`src/hw/rtl/evtt_pkg.sv`:
```
`timescale 1ns / 1ps
// ----------------------------------------------------------------------------
// evtt_pkg
// Shared types and constants of the encoder vote and turn tracker.
// ----------------------------------------------------------------------------
package evtt_pkg;

  localparam int COUNT_BITS  = 12;
  localparam int HALF_COUNTS = 1 << (COUNT_BITS - 1);
  localparam int WIN_W       = 12;
  localparam int TURN_W      = 16;
  localparam int POS_W       = TURN_W + COUNT_BITS;
  localparam int AXIS_W      = 2;

  localparam logic [WIN_W-1:0]         WINDOW_RESET = WIN_W'(8);
  localparam logic signed [TURN_W-1:0] TURN_MAX     = 16'sh7FFF;
  localparam logic signed [TURN_W-1:0] TURN_MIN     = 16'sh8000;

  typedef enum logic {
    OP_SAMPLE = 1'b0,
    OP_CLEAR  = 1'b1
  } opcode_e;

  typedef enum logic [1:0] {
    ST_ACCEPTED  = 2'd0,
    ST_READ_FAIL = 2'd1,
    ST_NO_AGREE  = 2'd2,
    ST_CLEARED   = 2'd3
  } status_e;

  typedef struct packed {
    logic                  read_ok;
    logic                  agree;
    logic [COUNT_BITS-1:0] mean;
  } vote_t;

  typedef struct packed {
    logic clear;
    logic commit;
  } trk_cmd_t;

endpackage

```
`src/hw/rtl/evtt_vote.sv`:
```
`timescale 1ns / 1ps
// ----------------------------------------------------------------------------
// evtt_vote
// Pairwise agreement check and circular mean of the first agreeing pair of three position readings.
// ----------------------------------------------------------------------------
module evtt_vote (
  input  logic [evtt_pkg::COUNT_BITS-1:0] sample_a_i,
  input  logic [evtt_pkg::COUNT_BITS-1:0] sample_b_i,
  input  logic [evtt_pkg::COUNT_BITS-1:0] sample_c_i,
  input  logic                            a_ok_i,
  input  logic                            b_ok_i,
  input  logic                            c_ok_i,
  input  logic [evtt_pkg::WIN_W-1:0]      window_i,
  output evtt_pkg::vote_t                 vote_o
);

  localparam int CB = evtt_pkg::COUNT_BITS;
  localparam logic [CB:0] FULL_C = (CB+1)'(1 << CB);

  function automatic logic signed [CB:0] wrap_delta(input logic [CB-1:0] x,
                                                    input logic [CB-1:0] y);
    logic signed [CB:0] d;
    d = $signed({1'b0, x}) - $signed({1'b0, y});
    if (d > evtt_pkg::HALF_COUNTS) begin
      d = d - FULL_C;
    end else if (d < -evtt_pkg::HALF_COUNTS) begin
      d = d + FULL_C;
    end
    return d;
  endfunction

  function automatic logic agrees(input logic signed [CB:0] d,
                                  input logic [evtt_pkg::WIN_W-1:0] win);
    logic [CB:0] mag;
    mag = (d < 0) ? (CB+1)'(-d) : d;
    return mag <= (CB+1)'(win);
  endfunction

  // x plus half the delta, truncated toward zero, modulo full scale
  function automatic logic [CB-1:0] wrap_mean(input logic [CB-1:0] x,
                                              input logic signed [CB:0] d);
    logic signed [CB:0] half;
    half = (d + $signed({{CB{1'b0}}, d[CB]})) >>> 1;
    return x + half[CB-1:0];
  endfunction

  logic signed [CB:0] d_ba, d_ca, d_cb;

  assign d_ba = wrap_delta(sample_b_i, sample_a_i);
  assign d_ca = wrap_delta(sample_c_i, sample_a_i);
  assign d_cb = wrap_delta(sample_c_i, sample_b_i);

  always_comb begin
    vote_o.read_ok = a_ok_i & b_ok_i & c_ok_i;
    vote_o.agree   = 1'b1;
    if (agrees(d_ba, window_i)) begin
      vote_o.mean = wrap_mean(sample_a_i, d_ba);
    end else if (agrees(d_ca, window_i)) begin
      vote_o.mean = wrap_mean(sample_a_i, d_ca);
    end else if (agrees(d_cb, window_i)) begin
      vote_o.mean = wrap_mean(sample_b_i, d_cb);
    end else begin
      vote_o.agree = 1'b0;
      vote_o.mean  = '0;
    end
  end

endmodule

```
`src/hw/rtl/evtt_track.sv`:
```
`timescale 1ns / 1ps
// ----------------------------------------------------------------------------
// evtt_track
// Per-axis last count and saturating turn counter.
// ----------------------------------------------------------------------------
module evtt_track #(
  parameter int AXES = 3
) (
  input  logic                                   clk_i,
  input  logic                                   rst_ni,
  input  logic [((AXES > 1) ? $clog2(AXES) : 1)-1:0] idx_i,
  input  evtt_pkg::trk_cmd_t                     cmd_i,
  input  logic [evtt_pkg::COUNT_BITS-1:0]        mean_i,
  output logic [evtt_pkg::COUNT_BITS-1:0]        cur_count_o,
  output logic signed [evtt_pkg::TURN_W-1:0]     cur_turns_o,
  output logic signed [evtt_pkg::TURN_W-1:0]     next_turns_o
);

  localparam int CB = evtt_pkg::COUNT_BITS;

  logic [CB-1:0]                     last_count_q [AXES];
  logic signed [evtt_pkg::TURN_W-1:0] turns_q     [AXES];
  logic signed [CB:0]                change;

  assign cur_count_o = last_count_q[idx_i];
  assign cur_turns_o = turns_q[idx_i];
  assign change      = $signed({1'b0, mean_i}) - $signed({1'b0, cur_count_o});

  always_comb begin
    next_turns_o = cur_turns_o;
    if ((change > evtt_pkg::HALF_COUNTS) && (cur_turns_o != evtt_pkg::TURN_MIN)) begin
      next_turns_o = cur_turns_o - 16'sd1;
    end else if ((change < -evtt_pkg::HALF_COUNTS) &&
                 (cur_turns_o != evtt_pkg::TURN_MAX)) begin
      next_turns_o = cur_turns_o + 16'sd1;
    end
  end

  always_ff @(posedge clk_i or negedge rst_ni) begin
    if (!rst_ni) begin
      for (int i = 0; i < AXES; i++) begin
        last_count_q[i] <= '0;
        turns_q[i]      <= '0;
      end
    end else if (cmd_i.clear) begin
      for (int i = 0; i < AXES; i++) begin
        last_count_q[i] <= '0;
        turns_q[i]      <= '0;
      end
    end else if (cmd_i.commit) begin
      last_count_q[idx_i] <= mean_i;
      turns_q[idx_i]      <= next_turns_o;
    end
  end

endmodule

```
`src/hw/rtl/encoder_vote_and_turn_tracker.sv`:
```
`timescale 1ns / 1ps
// ----------------------------------------------------------------------------
// encoder_vote_and_turn_tracker
// Votes three absolute encoder readings and tracks multiturn position.
// ----------------------------------------------------------------------------
// One item is taken per clock while the input is not stalled, and every item
// gives exactly one result. An item passes an input register and then the
// result register, which shows its result once it is loaded.
// The vote and the per-axis turn update sit combinationally between those
// registers; the axis state is written as the result register loads, so the
// next item sees it at once and back-to-back items on the same axis are
// handled at full rate. The input side stalls only while a result is held by
// a stalled output and the input register is full.
module encoder_vote_and_turn_tracker #(
  parameter int AXES = 3
) (
  input  logic                                  clk_i,
  input  logic                                  rst_ni,
  input  logic                                  cfg_we_i,
  input  logic [evtt_pkg::WIN_W-1:0]            cfg_wdata_i,
  input  logic                                  in_valid_i,
  output logic                                  in_stall_o,
  input  logic                                  opcode_i,
  input  logic [evtt_pkg::AXIS_W-1:0]           axis_i,
  input  logic [evtt_pkg::COUNT_BITS-1:0]       sample_a_i,
  input  logic [evtt_pkg::COUNT_BITS-1:0]       sample_b_i,
  input  logic [evtt_pkg::COUNT_BITS-1:0]       sample_c_i,
  input  logic                                  a_ok_i,
  input  logic                                  b_ok_i,
  input  logic                                  c_ok_i,
  output logic                                  out_valid_o,
  input  logic                                  out_stall_i,
  output logic [evtt_pkg::AXIS_W-1:0]           out_axis_o,
  output logic [1:0]                            status_o,
  output logic [evtt_pkg::COUNT_BITS-1:0]       agreed_count_o,
  output logic signed [evtt_pkg::TURN_W-1:0]    turns_o,
  output logic signed [evtt_pkg::POS_W-1:0]     multiturn_position_o
);

  localparam int CB  = evtt_pkg::COUNT_BITS;
  localparam int AXW = (AXES > 1) ? $clog2(AXES) : 1;

  logic [evtt_pkg::WIN_W-1:0] window_q;

  logic                          s1_valid_q;
  logic                          opcode_q;
  logic [evtt_pkg::AXIS_W-1:0]   axis_q;
  logic [CB-1:0]                 sample_a_q, sample_b_q, sample_c_q;
  logic                          a_ok_q, b_ok_q, c_ok_q;

  logic                          s2_free, s1_adv;
  logic                          in_range, is_clear;
  logic [AXW-1:0]                idx;
  evtt_pkg::vote_t               vote;
  evtt_pkg::trk_cmd_t            trk_cmd;
  logic [CB-1:0]                 cur_count;
  logic signed [evtt_pkg::TURN_W-1:0] cur_turns, next_turns;

  logic                          out_valid_q;
  logic [evtt_pkg::AXIS_W-1:0]   out_axis_d, out_axis_q;
  evtt_pkg::status_e             status_d, status_q;
  logic [CB-1:0]                 count_d, count_q;
  logic signed [evtt_pkg::TURN_W-1:0] turns_d, turns_q;

  // config register
  always_ff @(posedge clk_i or negedge rst_ni) begin
    if (!rst_ni) begin
      window_q <= evtt_pkg::WINDOW_RESET;
    end else if (cfg_we_i) begin
      window_q <= cfg_wdata_i;
    end
  end

  // handshake
  assign s2_free    = !out_valid_q || !out_stall_i;
  assign s1_adv     = s1_valid_q && s2_free;
  assign in_stall_o = s1_valid_q && !s2_free;

  // input register
  always_ff @(posedge clk_i or negedge rst_ni) begin
    if (!rst_ni) begin
      s1_valid_q <= 1'b0;
    end else if (!in_stall_o) begin
      s1_valid_q <= in_valid_i;
    end
  end

  always_ff @(posedge clk_i) begin
    if (in_valid_i && !in_stall_o) begin
      opcode_q   <= opcode_i;
      axis_q     <= axis_i;
      sample_a_q <= sample_a_i;
      sample_b_q <= sample_b_i;
      sample_c_q <= sample_c_i;
      a_ok_q     <= a_ok_i;
      b_ok_q     <= b_ok_i;
      c_ok_q     <= c_ok_i;
    end
  end

  assign is_clear = (opcode_q == evtt_pkg::OP_CLEAR);
  assign in_range = (int'(axis_q) < AXES);
  assign idx      = in_range ? AXW'(axis_q) : '0;

  evtt_vote u_vote (
    .sample_a_i (sample_a_q),
    .sample_b_i (sample_b_q),
    .sample_c_i (sample_c_q),
    .a_ok_i     (a_ok_q),
    .b_ok_i     (b_ok_q),
    .c_ok_i     (c_ok_q),
    .window_i   (window_q),
    .vote_o     (vote)
  );

  assign trk_cmd.clear  = s1_adv && is_clear;
  assign trk_cmd.commit = s1_adv && !is_clear && in_range && vote.read_ok && vote.agree;

  evtt_track #(
    .AXES (AXES)
  ) u_track (
    .clk_i        (clk_i),
    .rst_ni       (rst_ni),
    .idx_i        (idx),
    .cmd_i        (trk_cmd),
    .mean_i       (vote.mean),
    .cur_count_o  (cur_count),
    .cur_turns_o  (cur_turns),
    .next_turns_o (next_turns)
  );

  // result selection
  always_comb begin
    out_axis_d = axis_q;
    status_d   = evtt_pkg::ST_ACCEPTED;
    count_d    = vote.mean;
    turns_d    = next_turns;
    if (is_clear) begin
      out_axis_d = '0;
      status_d   = evtt_pkg::ST_CLEARED;
      count_d    = '0;
      turns_d    = '0;
    end else if (!in_range) begin
      status_d = evtt_pkg::ST_READ_FAIL;
      count_d  = '0;
      turns_d  = '0;
    end else if (!vote.read_ok) begin
      status_d = evtt_pkg::ST_READ_FAIL;
      count_d  = cur_count;
      turns_d  = cur_turns;
    end else if (!vote.agree) begin
      status_d = evtt_pkg::ST_NO_AGREE;
      count_d  = cur_count;
      turns_d  = cur_turns;
    end
  end

  // result register
  always_ff @(posedge clk_i or negedge rst_ni) begin
    if (!rst_ni) begin
      out_valid_q <= 1'b0;
    end else if (s2_free) begin
      out_valid_q <= s1_valid_q;
    end
  end

  always_ff @(posedge clk_i) begin
    if (s1_adv) begin
      out_axis_q <= out_axis_d;
      status_q   <= status_d;
      count_q    <= count_d;
      turns_q    <= turns_d;
    end
  end

  assign out_valid_o          = out_valid_q;
  assign out_axis_o           = out_axis_q;
  assign status_o             = status_q;
  assign agreed_count_o       = count_q;
  assign turns_o              = turns_q;
  assign multiturn_position_o = {turns_q, count_q};

`ifndef SYNTH
  a_clear_result: assert property (@(posedge clk_i) disable iff (!rst_ni)
    (s1_adv && is_clear) |=> (out_valid_o && (status_o == evtt_pkg::ST_CLEARED) &&
                              (agreed_count_o == '0) && (multiturn_position_o == '0)))
    else $error("clear transfer did not give a zeroed cleared result");

  a_stall_cause: assert property (@(posedge clk_i) disable iff (!rst_ni)
    in_stall_o |-> (s1_valid_q && out_valid_o && out_stall_i))
    else $error("input stalled without a held result and a full input register");

  a_reject_keeps: assert property (@(posedge clk_i) disable iff (!rst_ni)
    (s1_adv && !is_clear && in_range && !(vote.read_ok && vote.agree)) |=>
      ((agreed_count_o == $past(cur_count)) && (turns_o == $past(cur_turns))))
    else $error("rejected item did not report the stored axis state");
`endif

endmodule
```
`config.mk`:
```
export PLATFORM = sky130hd
export DESIGN_NAME = encoder_vote_and_turn_tracker
export DESIGN_NICKNAME = d
export VERILOG_FILES = /design/src/hw/rtl/evtt_pkg.sv /design/src/hw/rtl/evtt_vote.sv /design/src/hw/rtl/evtt_track.sv /design/src/hw/rtl/encoder_vote_and_turn_tracker.sv
export SDC_FILE = /design/constraint.sdc
export NUM_CORES = 1
export LEC_CHECK = 0
export BUFFER_PORTS_ARGS = -buffer_cell sky130_fd_sc_hd__buf_2
export CORE_UTILIZATION = 50
export DETAILED_ROUTE_END_ITERATION = 6
export PLACE_DENSITY = 0.71
export SYNTH_ARGS = -nofsm -noshare
export SYNTH_HDL_FRONTEND = slang
export SYNTH_SLANG_ARGS = --single-unit
```
`constraint.sdc`:
```
create_clock -name clk_i -period 7.3 [get_ports clk_i]
set_input_delay 0.73 -clock clk_i [delete_from_list [all_inputs] [get_ports clk_i]]
set_output_delay 0.73 -clock clk_i [all_outputs]
set_load 0.1 [all_outputs]
```
# --- Word-level counts from Yosys, hierarchy flattened ---
# Index checks and enable logic that the tools add are counted.
word_totals:
  elab_cells: 128
  ff_bits: 172
  output_inout_bits: 62
  in_bits: 59
op_classes:
  n_mux: 41
  n_addsub: 21
  magnitude_cmp: 17
  n_reduce_logical: 20
  eq_ne: 2
  bitwise_logic: 5
op_table:
  columns: ["operator", "n"]
  rows:
  - ["$mux 13", 9]
  - ["$mux 16", 7]
  - ["$mux 12", 8]
  - ["$mux 48", 2]
  - ["$mux 36", 2]
  - ["$gt 13x13->1 const B", 4]
  - ["$lt 13x12->1 const B", 4]
  - ["$sub 12x12->13", 4]
  - ["$bwmux 48", 1]
  - ["$add 13x13->13 const B", 3]
  - ["$add 13x2->13", 3]
  - ["$le 13x12->1", 3]
  - ["$lt 13x1->1 const B", 3]
  - ["$neg 13->13", 3]
  - ["$sub 13x13->13 const B", 3]
  - ["$add 12x12->12", 3]
  - ["$bwmux 36", 1]
  - ["$bmux 16 s2", 1]
  - ["$demux 16 s2", 1]
  - ["$ne 16x16->1 const B", 2]
  - ["$bmux 12 s2", 1]
  - ["$demux 12 s2", 1]
  - ["$add 16x2->16 const B", 1]
  - ["$sub 16x2->16 const B", 1]
  - ["other kinds (14)", 35]

# --- Logic depth before layout (Yosys ltp) ---
logic_depth:
  depth_word: 18
  depth_mapped: 36
  depth_no_buf: 35

# --- By module ---
# A second synthesis with hierarchy kept.
unflattened:
  hier_cells: 1688
  hier_area_um2: 15109.5
by_module_without_submodules:
  columns: ["mod", "instances", "cells_each", "area_per_inst_um2", "seq_area_each_um2"]
  rows:
  - ["evtt_track", 1, 685, 5810.6, 2102.0]
  - ["evtt_vote", 1, 756, 5451.5, 0.0]
  - ["encoder_vote_and_turn_tracker", 1, 247, 3847.4, 2573.7]

# --- Worst setup path before layout ---
# No wires, ideal clock.
synth_path:
  kind: "flip-flop to flip-flop"
  start: "register sample_a_q[1]"
  end: "register turns_q (netlist bit turns_o[6]) (data pin)"
  setup_slack_ns: -0.585
  stages_incl_launch_ff: 33
  required_time_ns: 7.167
  arrival_time_ns: 7.752
  path_buffers: 0
  setup_ns: 0.133
  period_less_slack_ns: 7.885
  cell_sequence: "edfxtp_1 inv_1 fa_1 xnor2_1 nand2_1 a21oi_1 o2111ai_1 nand2b_1 o41ai_4 nor2_1 ha_1 ha_1 fa_1 a21o_1 a21oi_1 o21bai_1 a2111oi_0 nor2_1 xnor2_1 a22o_1 a21oi_1 inv_1 ha_1 and2_1 nand3_1 a211oi_1 o31ai_2 and3_1 nor4_4 nand3_2 o22a_1 or4_1 nand2_1"
synth_via:
  elab_chain_cells: 16
  elab_cells_between_ends: 39
  cone_classes: "add/sub (13); order compare (10); mux (14); reduce/logical (2)"
synth_rtl:
  columns: ["item", "line", "rtl"]
  rows:
  - ["start, declared", "encoder_vote_and_turn_tracker.sv:48", "logic [CB-1:0] sample_a_q, sample_b_q, sample_c_q;"]
  - ["start signal, assigned", "encoder_vote_and_turn_tracker.sv:92", "sample_a_q <= sample_a_i;"]
  - ["$sub 12x12->13", "evtt_vote.sv:23", "d = $signed({1'b0, x}) - $signed({1'b0, y});"]
  - ["$add 13x13->13 / $lt 13x12->1 (equally long branches)", "evtt_vote.sv:27, evtt_vote.sv:26", null]
  - ["$mux 13", "evtt_vote.sv:26", "end else if (d < -evtt_pkg::HALF_COUNTS) begin"]
  - ["$mux 13", "evtt_vote.sv:24", "if (d > evtt_pkg::HALF_COUNTS) begin"]
  - ["$neg 13->13 / $lt 13x1->1 (equally long branches)", "evtt_vote.sv:35", "mag = (d < 0) ? (CB+1)'(-d) : d;"]
  - ["$mux 13", "evtt_vote.sv:35", null]
  - ["$le 13x12->1", "evtt_vote.sv:36", "return mag <= (CB+1)'(win);"]
  - ["$mux 12", "evtt_vote.sv:58", "end else if (agrees(d_ca, window_i)) begin"]
  - ["$mux 12", "evtt_vote.sv:56", "if (agrees(d_ba, window_i)) begin"]
  - ["$sub 12x12->13", "evtt_track.sv:27", "assign change = $signed({1'b0, mean_i}) - $signed({1'b0, cur_count_o});"]
  - ["$lt 13x12->1", "evtt_track.sv:33", "end else if ((change < -evtt_pkg::HALF_COUNTS) &&"]
  - ["$logic_and 1x1->1", "evtt_track.sv:33", null]
  - ["$mux 16", "evtt_track.sv:33", null]
  - ["$mux 16", "evtt_track.sv:31", "if ((change > evtt_pkg::HALF_COUNTS) && (cur_turns_o != evtt_pkg::TURN_MIN)) begin"]
  - ["$mux 16 *", "encoder_vote_and_turn_tracker.sv:151", "end else if (!vote.agree) begin"]
  - ["$mux 16 *", "encoder_vote_and_turn_tracker.sv:147", "end else if (!vote.read_ok) begin"]
  - ["end signal, assigned", "encoder_vote_and_turn_tracker.sv:172", "turns_q <= turns_d;"]
  - ["end, declared", "encoder_vote_and_turn_tracker.sv:63", "logic signed [evtt_pkg::TURN_W-1:0] turns_d, turns_q;"]
# Every way passes the cells marked *; elsewhere a longest branch is shown, timed or not.
# A chain may end at the register's enable or synchronous reset.

# --- Final worst setup path ---
layout_path:
  start: "register sample_b_q[1]"
  end: "register turns_q (netlist bit turns_o[10]) (data pin)"
layout_via:
  elab_chain_cells: 17
  elab_cells_between_ends: 41
  cone_classes: "add/sub (13); order compare (10); mux (16); reduce/logical (2)"
layout_rtl:
  columns: ["item", "line", "rtl"]
  rows:
  - ["start, declared", "encoder_vote_and_turn_tracker.sv:48", null]
  - ["start signal, assigned", "encoder_vote_and_turn_tracker.sv:93", "sample_b_q <= sample_b_i;"]
  - ["$sub 12x12->13", "evtt_vote.sv:23", null]
  - ["$add 13x13->13 / $lt 13x12->1 (equally long branches)", "evtt_vote.sv:27, evtt_vote.sv:26", null]
  - ["$mux 13", "evtt_vote.sv:26", null]
  - ["$mux 13", "evtt_vote.sv:24", null]
  - ["$neg 13->13 / $lt 13x1->1 (equally long branches)", "evtt_vote.sv:35", null]
  - ["$mux 13", "evtt_vote.sv:35", null]
  - ["$le 13x12->1", "evtt_vote.sv:36", null]
  - ["$mux 12", "evtt_vote.sv:60", "end else if (agrees(d_cb, window_i)) begin"]
  - ["$mux 12", "evtt_vote.sv:58", null]
  - ["$mux 12", "evtt_vote.sv:56", null]
  - ["$sub 12x12->13", "evtt_track.sv:27", null]
  - ["$lt 13x12->1", "evtt_track.sv:33", null]
  - ["$logic_and 1x1->1", "evtt_track.sv:33", null]
  - ["$mux 16", "evtt_track.sv:33", null]
  - ["$mux 16", "evtt_track.sv:31", null]
  - ["$mux 16 *", "encoder_vote_and_turn_tracker.sv:151", null]
  - ["$mux 16 *", "encoder_vote_and_turn_tracker.sv:147", null]
# Marked as above.

==> reports/metrics.yaml <==
status:
  status: "complete, but fails checks"
  violations: "negative setup slack"
drt:
  finalWirelength_mm: 46.6
  drt_pre_antenna_iters: 6
  route.detailed.drc: 0
  drt_iter0_drc: 1339
  wl_per_cell_um: 19.4
  via_per_inst: 5.91
  via_count: 14200
  ant_nets: 0
logic_synthesis:
  syn_avg_cell_area_um2: 9.01
  synth_cell_types: 94
  synth_ff_type: "dfrtp_1"
  post-synth-top-count-cell: "ha_1"
  synth_area_um2: 14300
  ys_async_sr_fraction_pct: 57.0
  synth-seq-cells: 172
  ys_top_cells_by_count: "ha_1, o21ai_0, nand3_1"
  yosys.area.top_type: "dfrtp_1"
  netlist_instances: 1585
  syn_nets: 1781
  synth.yosys.seq_area_share_pct: 32.7
  synth_area_leaders: "dfrtp_1, edfxtp_1, ha_1"
  synth_edf_count: 74
  yosys_warnings: 0
  synthDominantCellAreaShare_pct: 17.0
power_and_ir_drop:
  power_frac_comb_pct: 72.0
  p_sw_mw: 3.26
  p_int_mw: 4.13
  p_seq_share_pct: 15.3
  p_clk_share_pct: 12.6
  fin_total_pwr_mw: 7.39
  power_density_nw_per_um2: 376
  sw_frac_of_total_pct: 44.1
  p_leak_nw: 8.92
  peakVddDrop_mv: 0.275
critical_path:
  crit_path_start_kind: "register"
  slowest_delay_ns: 0.50
  worst_path_max_delay_cell: "edfxtp_1"
  r2r_slack_ns: -0.44
  critPathCaptureType: "register"
  critPathKind: "reg -> reg"
  cp_common_cell: "a211oi_2"
  cp.arrival_ns: 8.05
  critical_path.max_fanout: 6
  cp.required_ns: 7.61
grt:
  antenna_found_initial: 0
  grt_util_all_layers_pct: 32.0
  grt_pass1_wl_mm: 71.8
  gr-total-overflow: 0
  grt_max_degree: 85
  grt_pass1_vias: 13600
clock_tree:
  clock_latency_ns: 0.46
  h-tree-depth: 4
  cts.sinks: 172
  cts_root_buf: "clkbuf_16"
  cts_tree: "built"
  clkTransAtPathRegs_ns: 0.07
  cts_max_path_buffers: 2
  cts_buffers: 17
  cts.hold.buffers_added: 0
placement:
  placed_cell_area_um2: 17600
  portBuffers: 120
  hpwl_mm: 34.4
  place.gp.congestion: 0.958
  place_ws_ns: -0.678
flow_run:
  drv_cap: 0
finish:
  drive_gt1_share_pct: 37.5
  area_growth_pct: 37.7
  fin_area_um2: 19700
  diodes: 0
  fin_nets: 2204
floorplanning:
  die_x_um: 171
  die_h_um: 171
  rows: 61
  io_pins: 121
  start_util_pct: 51.2
  dieArea_um2: 29300
  fp.coreArea_um2: 27900
sta:
  grt_setup_unrepaired: "true"
  fmax_mhz: 129
  maxSlewViolCount: 0
  setup_slack_ns: -0.440
  worstMarginPinSlew_ns: 1.15
  finalSetupViolCount: 64
  hold_viol: 0
  period_share_pct: 106
  min_period_ns: 7.74
  slew_headroom_pct: 23.1
  finClkSkew_ns: 0.0168
hold_path:
  hold_class: "in -> async"
layout make-up:
class | count | area (um2)
timing repair buffer | 488 | 3450
fill | 2184 | 8250
multi-input combinational | 1240 | 10100
clock buffer | 23 | 532
tap | 378 | 473
sequential | 172 | 4680
clock inverter | 9 | 67.6
inverter | 89 | 334
cells by family after synthesis:
logic type | after synthesis | share of synthesized area [%]
multiplexers | 40 | 2.85
adder cells (fa/ha/maj) | 137 | 12.4
flip-flops | 172 | 32.7
buffers and inverters | 173 | 5.75
AND/OR/NAND/NOR | 486 | 17.4
XOR/XNOR | 131 | 8.08
AO/OA/AOI/OAI | 446 | 20.8
per-layer routing:
metal  share of wire, %  GRT usage [%]
met2                 46           51.2
met5                  0              0
met4                2.0           9.74
met1                 45           44.4
met3                6.4           4.72
flip-flops by register name, summed over array words and instances (netlist names), 12 cells and up:
register,flops
sample_a_q,12
window_q,12
u_track.last_count_q,36
sample_c_q,12
u_track.turns_q,48
agreed_count_o,12
turns_o,16
sample_b_q,12
worst paths after layout:
| check | start | to | cells past startpoint |
|---|---|---|---|
| hold reg to reg | s1_valid_q | out_valid_o | 1 |
| max in group asynchronous | rst_ni | window_q[7] | 2 |
| min in group clk_i | sample_b_i[1] | sample_b_q[1] | 1 |
| setup / recovery | sample_b_q[1] | turns_o[10] | 33 |
| hold / removal | rst_ni | out_valid_o | 1 |
| setup reg to reg | sample_b_q[1] | turns_o[10] | 33 |
timing repair:
action	4_1_cts	5_1_grt
pin swaps	71	50
endpoints found under the setup margin	64	64
endpoints found under the hold margin	0	0
resized for setup	164	79
buffers inserted	34	15
stage by stage:
stage	cells	hold slack [ns]	utilization [%]	TNS, ns
2_1_floorplan	1585	0.434	-	-0.198
3_3_place_gp	2320	0.472	62.9	-25.72
3_5_place_dp	2320	0.490	62.9	-33.58
4_1_cts	2385	0.149	68.7	-7.71
5_1_grt	2399	0.163	70.5	-32.68
6_report	2399	0.151	70.5	-16.52
critical path: cells and delay by family, from the launching register on:
kind	cells	cell delay [ns]
simple gates	7	1.53
compound gates	16	3.21
buf+inv	3	0.39
mux	3	0.73
fa+ha+maj	4	1.23
flops	1	0.50
power groups by stage:
stage,Sequential [mW],Clock (mW),Combinational [mW]
final,1.13,0.934,5.33
after global routing,1.14,0.980,5.67
after CTS,1.13,0.946,4.91
after detailed placement,1.15,0,4.13
after global placement,1.15,0,4.07
after floorplan,1.26,0,2.47
cell usage in the layout, fill, tap and decap left out, types with 20 or more instances in the layout:
cell type / Yosys / layout
nor2_1: 94 / 88
mux2i_1: 35 / 34
dfrtp_1: 97 / 97
o21ai_1: 21 / 48
buf_4: 33 / 348
buf_2: 6 / 119
buf_6: 4 / 20
clkbuf_16: 0 / 20
nand2_1: 98 / 91
a21oi_1: 85 / 64
inv_1: 89 / 80
edfxtp_1: 74 / 74
and3_1: 22 / 21
nor3_1: 28 / 22
ha_1: 130 / 109
xnor2_1: 93 / 67
nand3_1: 110 / 106
o21ai_0: 123 / 83
xor2_1: 37 / 32
xnor2_2: 1 / 24
nand4_1: 25 / 25
a21o_1: 41 / 41
a21oi_2: 3 / 22
(Power assumes the default switching activity.)
